--- config.mk ---
export PLATFORM = sky130hd
export DESIGN_NAME = xoroshiro128_plus_generator
export DESIGN_NICKNAME = d
export VERILOG_FILES = /design/src/sv/xrs128_pkg.sv /design/src/sv/xoroshiro128_plus_generator.sv
export SDC_FILE = /design/constraint.sdc
export NUM_CORES = 2
export LEC_CHECK = 0
export ABC_CLOCK_PERIOD_IN_PS = 14100
export BUFFER_PORTS_ARGS = -buffer_cell sky130_fd_sc_hd__clkbuf_2
export CORE_MARGIN = 3
export CORE_UTILIZATION = 55
export CTS_BUF_LIST = sky130_fd_sc_hd__clkbuf_4
export DETAILED_ROUTE_END_ITERATION = 8
export PLACE_DENSITY = 0.72
export SYNTH_ARGS = -nofsm -noshare
export SYNTH_HDL_FRONTEND = slang
export SYNTH_SLANG_ARGS = --single-unit
--- constraint.sdc ---
create_clock -name clk -period 14.1 [get_ports clk]
set_input_delay 1.41 -clock clk [delete_from_list [all_inputs] [get_ports clk]]
set_output_delay 1.41 -clock clk [all_outputs]
set_load 0.02 [all_outputs]
--- src/sv/xrs128_pkg.sv ---
// ----------------------------------------------------------------------------
// xrs128_pkg
// Types and constants shared by the xoroshiro128+ generator.
// ----------------------------------------------------------------------------
`default_nettype none

package xrs128_pkg;

  // Word kinds on the input channel.
  localparam logic [1:0] KIND_SEED = 2'd0;
  localparam logic [1:0] KIND_NEXT = 2'd1;
  localparam logic [1:0] KIND_JUMP = 2'd2;

  // Generator rotations and shift.
  localparam int unsigned ROT_A   = 55;
  localparam int unsigned SHIFT_B = 14;
  localparam int unsigned ROT_C   = 36;

  // Fraction taken from the top of the value.
  localparam int unsigned FRACTION_SHIFT = 12;
  localparam int unsigned FRACTION_WIDTH = 52;

  // Seed mixing constants.
  localparam logic [63:0] MIX_GOLDEN = 64'h9e37_79b9_7f4a_7c15;
  localparam logic [63:0] MIX_MUL_0  = 64'hbf58_476d_1ce4_e5b9;
  localparam logic [63:0] MIX_MUL_1  = 64'h94d0_49bb_1331_11eb;
  localparam int unsigned MIX_SH_0   = 30;
  localparam int unsigned MIX_SH_1   = 27;
  localparam int unsigned MIX_SH_2   = 31;

  // Jump polynomial: bit n of this word is polynomial bit n of the sweep.
  localparam logic [127:0] JUMP_POLY = {64'hd86b_048b_86aa_9922, 64'hbeac_0467_eba5_facb};
  localparam logic [6:0]   JUMP_LAST = 7'd127;

  // Sequencer states.
  typedef enum logic [3:0] {
    ST_IDLE,
    ST_ADD,
    ST_XS,
    ST_MUL_LL,
    ST_MUL_LH,
    ST_MUL_HL,
    ST_FIN,
    ST_JUMP
  } state_t;

endpackage

`default_nettype wire

--- src/sv/xoroshiro128_plus_generator.sv ---
// ----------------------------------------------------------------------------
// xoroshiro128_plus_generator
// xoroshiro128+ generator with seed, next and jump commands.
// ----------------------------------------------------------------------------
//
//  channel | ports                               | direction | handshake
//  --------+-------------------------------------+-----------+---------------
//  in      | in_kind, in_seed_value              | to block  | in_valid/ready
//  out     | out_random_value, out_unit_fraction | from block| out_valid/ready
//
//  A next word is handled in its acceptance cycle and its result is in the
//  output register in the next cycle, so next words may flow every cycle
//  while the output is taken. A seed word runs two splitmix64 mixes of ten
//  steps each, both multiplications going through one 32x32 multiplier in
//  three partial products. A jump word takes one generator step per polynomial
//  bit, but for the last. Unused kinds answer at once with a zero result.
//  Reset (synchronous, rst_n low) clears the state to zero and empties the
//  output register. The input is held off while a seed or jump runs and
//  while the output register holds a word that is not being taken.
//
`default_nettype none

module xoroshiro128_plus_generator (
  input  wire logic        clk,
  input  wire logic        rst_n,
  input  wire logic        in_valid,
  output logic             in_ready,
  input  wire logic [1:0]  in_kind,
  input  wire logic [63:0] in_seed_value,
  output logic             out_valid,
  input  wire logic        out_ready,
  output logic [63:0]      out_random_value,
  output logic [51:0]      out_unit_fraction
);

  xrs128_pkg::state_t state_r, state_nxt;

  logic [63:0] word_zero_r, word_zero_nxt;
  logic [63:0] word_one_r, word_one_nxt;
  logic [63:0] acc_zero_r, acc_zero_nxt;
  logic [63:0] acc_one_r, acc_one_nxt;
  logic [6:0]  jump_cnt_r, jump_cnt_nxt;

  // Mix working value, partial product accumulator and step flags.
  logic [63:0] mix_z_r, mix_z_nxt;
  logic [63:0] mul_acc_r, mul_acc_nxt;
  logic        round_r, round_nxt;
  logic        mix_idx_r, mix_idx_nxt;

  logic        out_valid_r, out_valid_nxt;
  logic [63:0] out_value_r, out_value_nxt;

  logic        in_fire;
  logic [63:0] step_zero;
  logic [63:0] step_one;
  logic [63:0] word_sum;
  logic [63:0] mul_const;
  logic [31:0] mul_a;
  logic [31:0] mul_b;
  logic [63:0] mul_prod;
  logic [63:0] mix_fin;
  logic        poly_bit;

  // One generator step of the current state.
  function automatic logic [127:0] gen_step(input logic [63:0] a, input logic [63:0] b);
    logic [63:0] t;
    logic [63:0] n0;
    logic [63:0] n1;
    t  = a ^ b;
    n0 = ((a << xrs128_pkg::ROT_A) | (a >> (64 - xrs128_pkg::ROT_A))) ^ t
         ^ (t << xrs128_pkg::SHIFT_B);
    n1 = (t << xrs128_pkg::ROT_C) | (t >> (64 - xrs128_pkg::ROT_C));
    return {n1, n0};
  endfunction

  assign {step_one, step_zero} = gen_step(word_zero_r, word_one_r);
  assign word_sum = word_zero_r + word_one_r;
  assign poly_bit = xrs128_pkg::JUMP_POLY[jump_cnt_r];

  // The shared multiplier: low 64 bits of z times a mixing constant are
  // built from three 32x32 products in ST_MUL_LL, ST_MUL_LH and ST_MUL_HL.
  assign mul_const = round_r ? xrs128_pkg::MIX_MUL_1 : xrs128_pkg::MIX_MUL_0;
  assign mul_a     = (state_r == xrs128_pkg::ST_MUL_HL) ? mix_z_r[63:32] : mix_z_r[31:0];
  assign mul_b     = (state_r == xrs128_pkg::ST_MUL_LH) ? mul_const[63:32] : mul_const[31:0];
  assign mul_prod  = 64'(mul_a) * 64'(mul_b);
  assign mix_fin   = mix_z_r ^ (mix_z_r >> xrs128_pkg::MIX_SH_2);

  assign in_ready  = (state_r == xrs128_pkg::ST_IDLE) && (!out_valid_r || out_ready);
  assign in_fire   = in_valid && in_ready;

  assign out_valid         = out_valid_r;
  assign out_random_value  = out_value_r;
  assign out_unit_fraction = out_value_r[63:xrs128_pkg::FRACTION_SHIFT];

  always_ff @(posedge clk) begin
    if (!rst_n) begin
      state_r     <= xrs128_pkg::ST_IDLE;
      word_zero_r <= '0;
      word_one_r  <= '0;
      acc_zero_r  <= '0;
      acc_one_r   <= '0;
      jump_cnt_r  <= '0;
      round_r     <= 1'b0;
      mix_idx_r   <= 1'b0;
      out_valid_r <= 1'b0;
    end else begin
      state_r     <= state_nxt;
      word_zero_r <= word_zero_nxt;
      word_one_r  <= word_one_nxt;
      acc_zero_r  <= acc_zero_nxt;
      acc_one_r   <= acc_one_nxt;
      jump_cnt_r  <= jump_cnt_nxt;
      round_r     <= round_nxt;
      mix_idx_r   <= mix_idx_nxt;
      out_valid_r <= out_valid_nxt;
    end
  end

  always_ff @(posedge clk) begin
    mix_z_r     <= mix_z_nxt;
    mul_acc_r   <= mul_acc_nxt;
    out_value_r <= out_value_nxt;
  end

  always_comb begin
    state_nxt     = state_r;
    word_zero_nxt = word_zero_r;
    word_one_nxt  = word_one_r;
    acc_zero_nxt  = acc_zero_r;
    acc_one_nxt   = acc_one_r;
    jump_cnt_nxt  = jump_cnt_r;
    mix_z_nxt     = mix_z_r;
    mul_acc_nxt   = mul_acc_r;
    round_nxt     = round_r;
    mix_idx_nxt   = mix_idx_r;
    out_value_nxt = out_value_r;
    out_valid_nxt = out_valid_r && !out_ready;

    case (state_r)
      xrs128_pkg::ST_IDLE: begin
        if (in_fire) begin
          case (in_kind)
            xrs128_pkg::KIND_SEED: begin
              mix_z_nxt   = in_seed_value;
              round_nxt   = 1'b0;
              mix_idx_nxt = 1'b0;
              state_nxt   = xrs128_pkg::ST_ADD;
            end
            xrs128_pkg::KIND_NEXT: begin
              out_value_nxt = word_sum;
              out_valid_nxt = 1'b1;
              word_zero_nxt = step_zero;
              word_one_nxt  = step_one;
            end
            xrs128_pkg::KIND_JUMP: begin
              acc_zero_nxt = '0;
              acc_one_nxt  = '0;
              jump_cnt_nxt = '0;
              state_nxt    = xrs128_pkg::ST_JUMP;
            end
            default: begin
              out_value_nxt = '0;
              out_valid_nxt = 1'b1;
            end
          endcase
        end
      end
      xrs128_pkg::ST_ADD: begin
        mix_z_nxt = mix_z_r + xrs128_pkg::MIX_GOLDEN;
        state_nxt = xrs128_pkg::ST_XS;
      end
      xrs128_pkg::ST_XS: begin
        mix_z_nxt = round_r ? (mix_z_r ^ (mix_z_r >> xrs128_pkg::MIX_SH_1))
                            : (mix_z_r ^ (mix_z_r >> xrs128_pkg::MIX_SH_0));
        state_nxt = xrs128_pkg::ST_MUL_LL;
      end
      xrs128_pkg::ST_MUL_LL: begin
        mul_acc_nxt = mul_prod;
        state_nxt   = xrs128_pkg::ST_MUL_LH;
      end
      xrs128_pkg::ST_MUL_LH: begin
        mul_acc_nxt = mul_acc_r + {mul_prod[31:0], 32'd0};
        state_nxt   = xrs128_pkg::ST_MUL_HL;
      end
      xrs128_pkg::ST_MUL_HL: begin
        mix_z_nxt = mul_acc_r + {mul_prod[31:0], 32'd0};
        if (!round_r) begin
          round_nxt = 1'b1;
          state_nxt = xrs128_pkg::ST_XS;
        end else begin
          state_nxt = xrs128_pkg::ST_FIN;
        end
      end
      xrs128_pkg::ST_FIN: begin
        round_nxt = 1'b0;
        if (!mix_idx_r) begin
          // First mix done: it becomes word zero and seeds the second mix.
          word_zero_nxt = mix_fin;
          mix_z_nxt     = mix_fin;
          mix_idx_nxt   = 1'b1;
          state_nxt     = xrs128_pkg::ST_ADD;
        end else begin
          word_one_nxt  = mix_fin;
          mix_idx_nxt   = 1'b0;
          out_value_nxt = '0;
          out_valid_nxt = 1'b1;
          state_nxt     = xrs128_pkg::ST_IDLE;
        end
      end
      xrs128_pkg::ST_JUMP: begin
        acc_zero_nxt = acc_zero_r ^ (poly_bit ? word_zero_r : 64'd0);
        acc_one_nxt  = acc_one_r ^ (poly_bit ? word_one_r : 64'd0);
        if (jump_cnt_r == xrs128_pkg::JUMP_LAST) begin
          // The final step would be discarded, so load the sums directly.
          word_zero_nxt = acc_zero_nxt;
          word_one_nxt  = acc_one_nxt;
          acc_zero_nxt  = '0;
          acc_one_nxt   = '0;
          jump_cnt_nxt  = '0;
          out_value_nxt = '0;
          out_valid_nxt = 1'b1;
          state_nxt     = xrs128_pkg::ST_IDLE;
        end else begin
          word_zero_nxt = step_zero;
          word_one_nxt  = step_one;
          jump_cnt_nxt  = jump_cnt_r + 7'd1;
        end
      end
      default: begin
        state_nxt = xrs128_pkg::ST_IDLE;
      end
    endcase
  end

  // While a seed or jump runs the output register is empty.
  a_busy_no_out: assert property (@(posedge clk) disable iff (!rst_n)
    (state_r != xrs128_pkg::ST_IDLE) |-> !out_valid_r)
    else $error("output word held during a seed or jump");

  a_jump_cnt_idle: assert property (@(posedge clk) disable iff (!rst_n)
    (jump_cnt_r != 7'd0) |-> (state_r == xrs128_pkg::ST_JUMP))
    else $error("jump counter left running outside a jump");

  a_jump_done: assert property (@(posedge clk) disable iff (!rst_n)
    (state_r == xrs128_pkg::ST_JUMP && jump_cnt_r == xrs128_pkg::JUMP_LAST)
    |=> (out_valid_r && out_value_r == 64'd0 && state_r == xrs128_pkg::ST_IDLE))
    else $error("jump did not finish with a zero result");

  a_next_sum: assert property (@(posedge clk) disable iff (!rst_n)
    (in_fire && in_kind == xrs128_pkg::KIND_NEXT)
    |=> (out_valid_r && out_value_r == $past(word_sum)))
    else $error("next result is not the state sum");

endmodule

`default_nettype wire
==> results by group <==
Finish
  – Share of post-route cells with drive strength above 1: 7.911%
  – Layout Nets: 8185
  – Syn-to-layout area delta: 5.414%
  – Fill count: 9900

Timing
  – Fin. max-slew vios: 0
  – Fin. Hold Viols: 0
  – RSZ-0062 raised after global routing: no
  – Final period utilization: 90.39%
  – Max Fclk: 78.46 MHz
  – Slew @ Worst Pin: 1.247 ns
  – Setup TNS: 0 ns
  – Setup Skew: 0.1079 ns
  – Max_slew headroom: 14.68%
  – Endpoints failing setup: 0
  – Min Tclk post-route: 12.75 ns

Place
  – Dpl hpwl: 188700 µm
  – GP Congestion: 1.027
  – PortBufs: 187

Min path
  – Hold Crit Depth: 2
  – HP Class: register to register
  – Min-Delay Endpoint: word_one_r[11]
  – Critical hold path startpoint: word_one_r[11]

Flow run
  – Max Cap Viol: 0

Detailed routing
  – DR WL/cell: 28.28 µm
  – Routed WL: 238600 µm
  – Initial DRC Count: 6142
  – Detail Route Antenna Nets: 0
  – Initial DRT Pass Iterations: 9
  – DRC Markers: 5
  – Vias per Instance: 6.138
  – Vias: 51790

Floorplan
  – Die height: 338.1 µm
  – Row cnt: 121
  – DIE WIDTH: 338.1 µm
  – DIE AREA: 0.1143 mm²
  – I/O Pins: 188
  – Initial Utilization: 55.58%
  – Core ar.: 0.1092 mm²

Logic synthesis
  – Synth Register Bits: 462
  – Post-synthesis sequential area ratio: 18.41%
  – Synth cell types: 90
  – Post-synthesis cell area: 0.06067 mm²
  – Post-synth EDFFs: 192
  – Synthesis warning total: 0
  – Mapped Nets: 8216
  – Synth Area per Inst: 8.805 µm²
  – Synthesized netlist cell count: 6890
  – Post-synth ARST share: 0%
  – Most common flop cell mapped by yosys: dfxtp_1

Critical path
  – Crit. Startpoint: state_r[0]
  – CP max stage delay: 0.86 ns
  – Crit. End Element: register
  – Highest net fanout along the worst path: 27
  – Critical path arrival: 13.41 ns
  – Reg2reg setup slack: 1.36 ns
  – Critical path class: register to register
  – Worst path most repeated cell: fa_1
  – RR Endpoint: mul_acc_r[62]
  – R2r startpoint: state_r[0]
  – Required @ worst endpoint: 14.77 ns
  – Reg2reg path depth: 39
  – Family with the most delay on the worst path: adder cells
  – Slowest-stage cell, CP: nand2_1
  – CP Launch Type: register
  – Buf/Inv on CP: 8

CTS
  – Clk_lat worst skew: 1.00 ns
  – CTS tree: done
  – Post-CTS resize count: 0
  – Hold_buf cts: 0
  – Num CTS Buffers: 113
  – Clock Pin Slew Worst Setup and Hold Paths: 0.07 ns
  – CTS H-tree depth: 3
  – Clock Tree Buf Depth: 3
  – Clk root buf: clkbuf_4
  – Setup bufs post-CTS: 0
  – Clock Sinks: 462

Status
  – Failing checks: design-rule violations
  – Status: complete, but fails checks

GRT
  – First-pass GRT wire length: 346900 µm
  – Vias in the first global route: 52040
  – Largest net degree at the start of global routing: 101
  – Initial antenna violation count: 9
  – GRT Total Usage: 41.02%
  – Gr ovfl total: 0
-- worst min-delay path, stage by stage (launching register included) --
cell,delay (ns)
dfxtp_1,0.34
nor2_1,0.10
nor3_1,0.05
-- how the worst max path moves through the flow --
stage | depth (start not counted) | to | slack [ns]
after floorplan | 43 | mul_acc_r[62] | 4.06
after global placement | 39 | mul_acc_r[62] | 1.89
after detailed placement | 45 | mul_acc_r[62] | 1.66
after CTS | 39 | mul_acc_r[62] | 1.57
after global routing | 44 | mix_z_r[63] | 0.77
final | 39 | mul_acc_r[62] | 1.36
-- routing by layer --
| metal | global-route usage, % | share of wire (%) | up-vias |
|---|---|---|---|
| met5 | 0 | 0.025 | - |
| met4 | 28.62 | 8.4 | 8 |
| met3 | 8.277 | 9.6 | 781 |
| met2 | 66.05 | 46 | 3104 |
| met1 | 49.50 | 36 | 25430 |
| li1 | - | - | 22470 |
-- synthesized netlist by cell type, types with 11 or more instances --
cell type / count / area share [%]
buf_2: 12 / 0.099
fa_1: 821 / 27
o31ai_1: 15 / 0.19
inv_1: 992 / 6.1
buf_6: 12 / 0.22
a41oi_1: 11 / 0.16
nor2b_1: 27 / 0.28
nand2_1: 677 / 4.2
nand3_1: 43 / 0.35
or3_1: 15 / 0.15
nor3_1: 119 / 0.98
mux2i_1: 58 / 0.96
o221ai_1: 13 / 0.19
a21boi_0: 15 / 0.19
a221oi_1: 62 / 0.90
a21o_1: 108 / 1.3
nand4_1: 49 / 0.51
o211ai_1: 37 / 0.46
a221o_1: 11 / 0.18
o21a_1: 23 / 0.28
clkbuf_1: 308 / 1.9
a21oi_1: 427 / 3.5
or2_2: 13 / 0.13
a22oi_1: 32 / 0.40
nand2b_1: 26 / 0.27
ha_1: 435 / 9.0
nor2_1: 683 / 4.2
buf_1: 35 / 0.22
xnor2_1: 308 / 4.4
o21ai_0: 254 / 2.1
a222oi_1: 42 / 0.69
and3_1: 24 / 0.25
buf_4: 64 / 0.79
o22ai_1: 36 / 0.37
edfxtp_1: 192 / 9.5
a31oi_1: 30 / 0.31
a211oi_1: 64 / 0.79
o21bai_1: 36 / 0.45
and2_1: 45 / 0.46
dfxtp_1: 270 / 8.9
xor2_1: 314 / 4.5
-- stage by stage --
step | setup WS (ns) | util (%) | instance area [µm²] | std cells | hold WS [ns]
after global routing | 0.7690 | 58.57 | 63940 | 8432 | 0.5561
after floorplan | 4.064 | - | 60670 | 6890 | 0.4984
final | 1.355 | 58.59 | 63950 | 8437 | 0.5338
after detailed placement | 1.662 | 57.14 | 62380 | 8220 | 0.5195
after global placement | 1.886 | 57.14 | 62370 | 8219 | 0.5113
after CTS | 1.572 | 58.57 | 63930 | 8428 | 0.5366
-- logic make-up (layout without fill, tap and decap cells) --
group	after synthesis	count (layout)	share of synthesized area, %
XOR/XNOR	623	623	9.017
other	1	10	0.006181
flip-flops	462	462	18.41
adder cells (fa/ha/maj)	1256	1256	36.06
multiplexers	66	66	1.105
buffers and inverters	1443	1505	9.592
AO/OA/AOI/OAI	1286	1286	13.59
AND/OR/NAND/NOR	1753	1753	12.22
-- state kept, by name, summed over array words and instances, names as in the netlist --
register / cells
acc_one_r: 64
acc_zero_r: 64
jump_cnt_r: 7
mix_idx_r: 1
mix_z_r: 64
mul_acc_r: 64
out_random_value: 64
out_valid: 1
poly_bit: 1
round_r: 1
state_r: 3
word_one_r: 64
word_zero_r: 64
-- area by class of cell --
type,instances,area (µm²),share of cell area [%]
clock inverter,28,200.2,0.3130
antenna,9,22.52,0.03522
timing repair buffer,294,1737,2.716
multi-input combinational,4985,43850,68.56
clock buffer,180,1351,2.113
sequential,462,11180,17.48
tap,1476,1847,2.888
inverter,1003,3766,5.889
-- layout by cell type (no fill, tap or decap), types with 22 or more instances in the layout --
cell and n:
inv_1 992, fa_1 821, nor2_1 680, nand2_1 675, ha_1 435, a21oi_1 427, xor2_1 313, xnor2_1 305
dfxtp_1 267, o21ai_0 254, edfxtp_1 192, clkbuf_2 187, clkbuf_4 180, nor3_1 115, a21o_1 108, buf_4 106
a211oi_1 63, a221oi_1 62, mux2i_1 58, nand4_1 49, and2_1 45, nand3_1 42, a222oi_1 42, o211ai_1 37
o21bai_1 36, o22ai_1 35, a22oi_1 31, a31oi_1 30, nor2b_1 26, nand2b_1 26, clkinv_1 25, and3_1 24
o21a_1 22
Power is left out: the tool's default activity adds up to more than one toggle a clock period on the data nets, which glitch-free logic cannot reach.
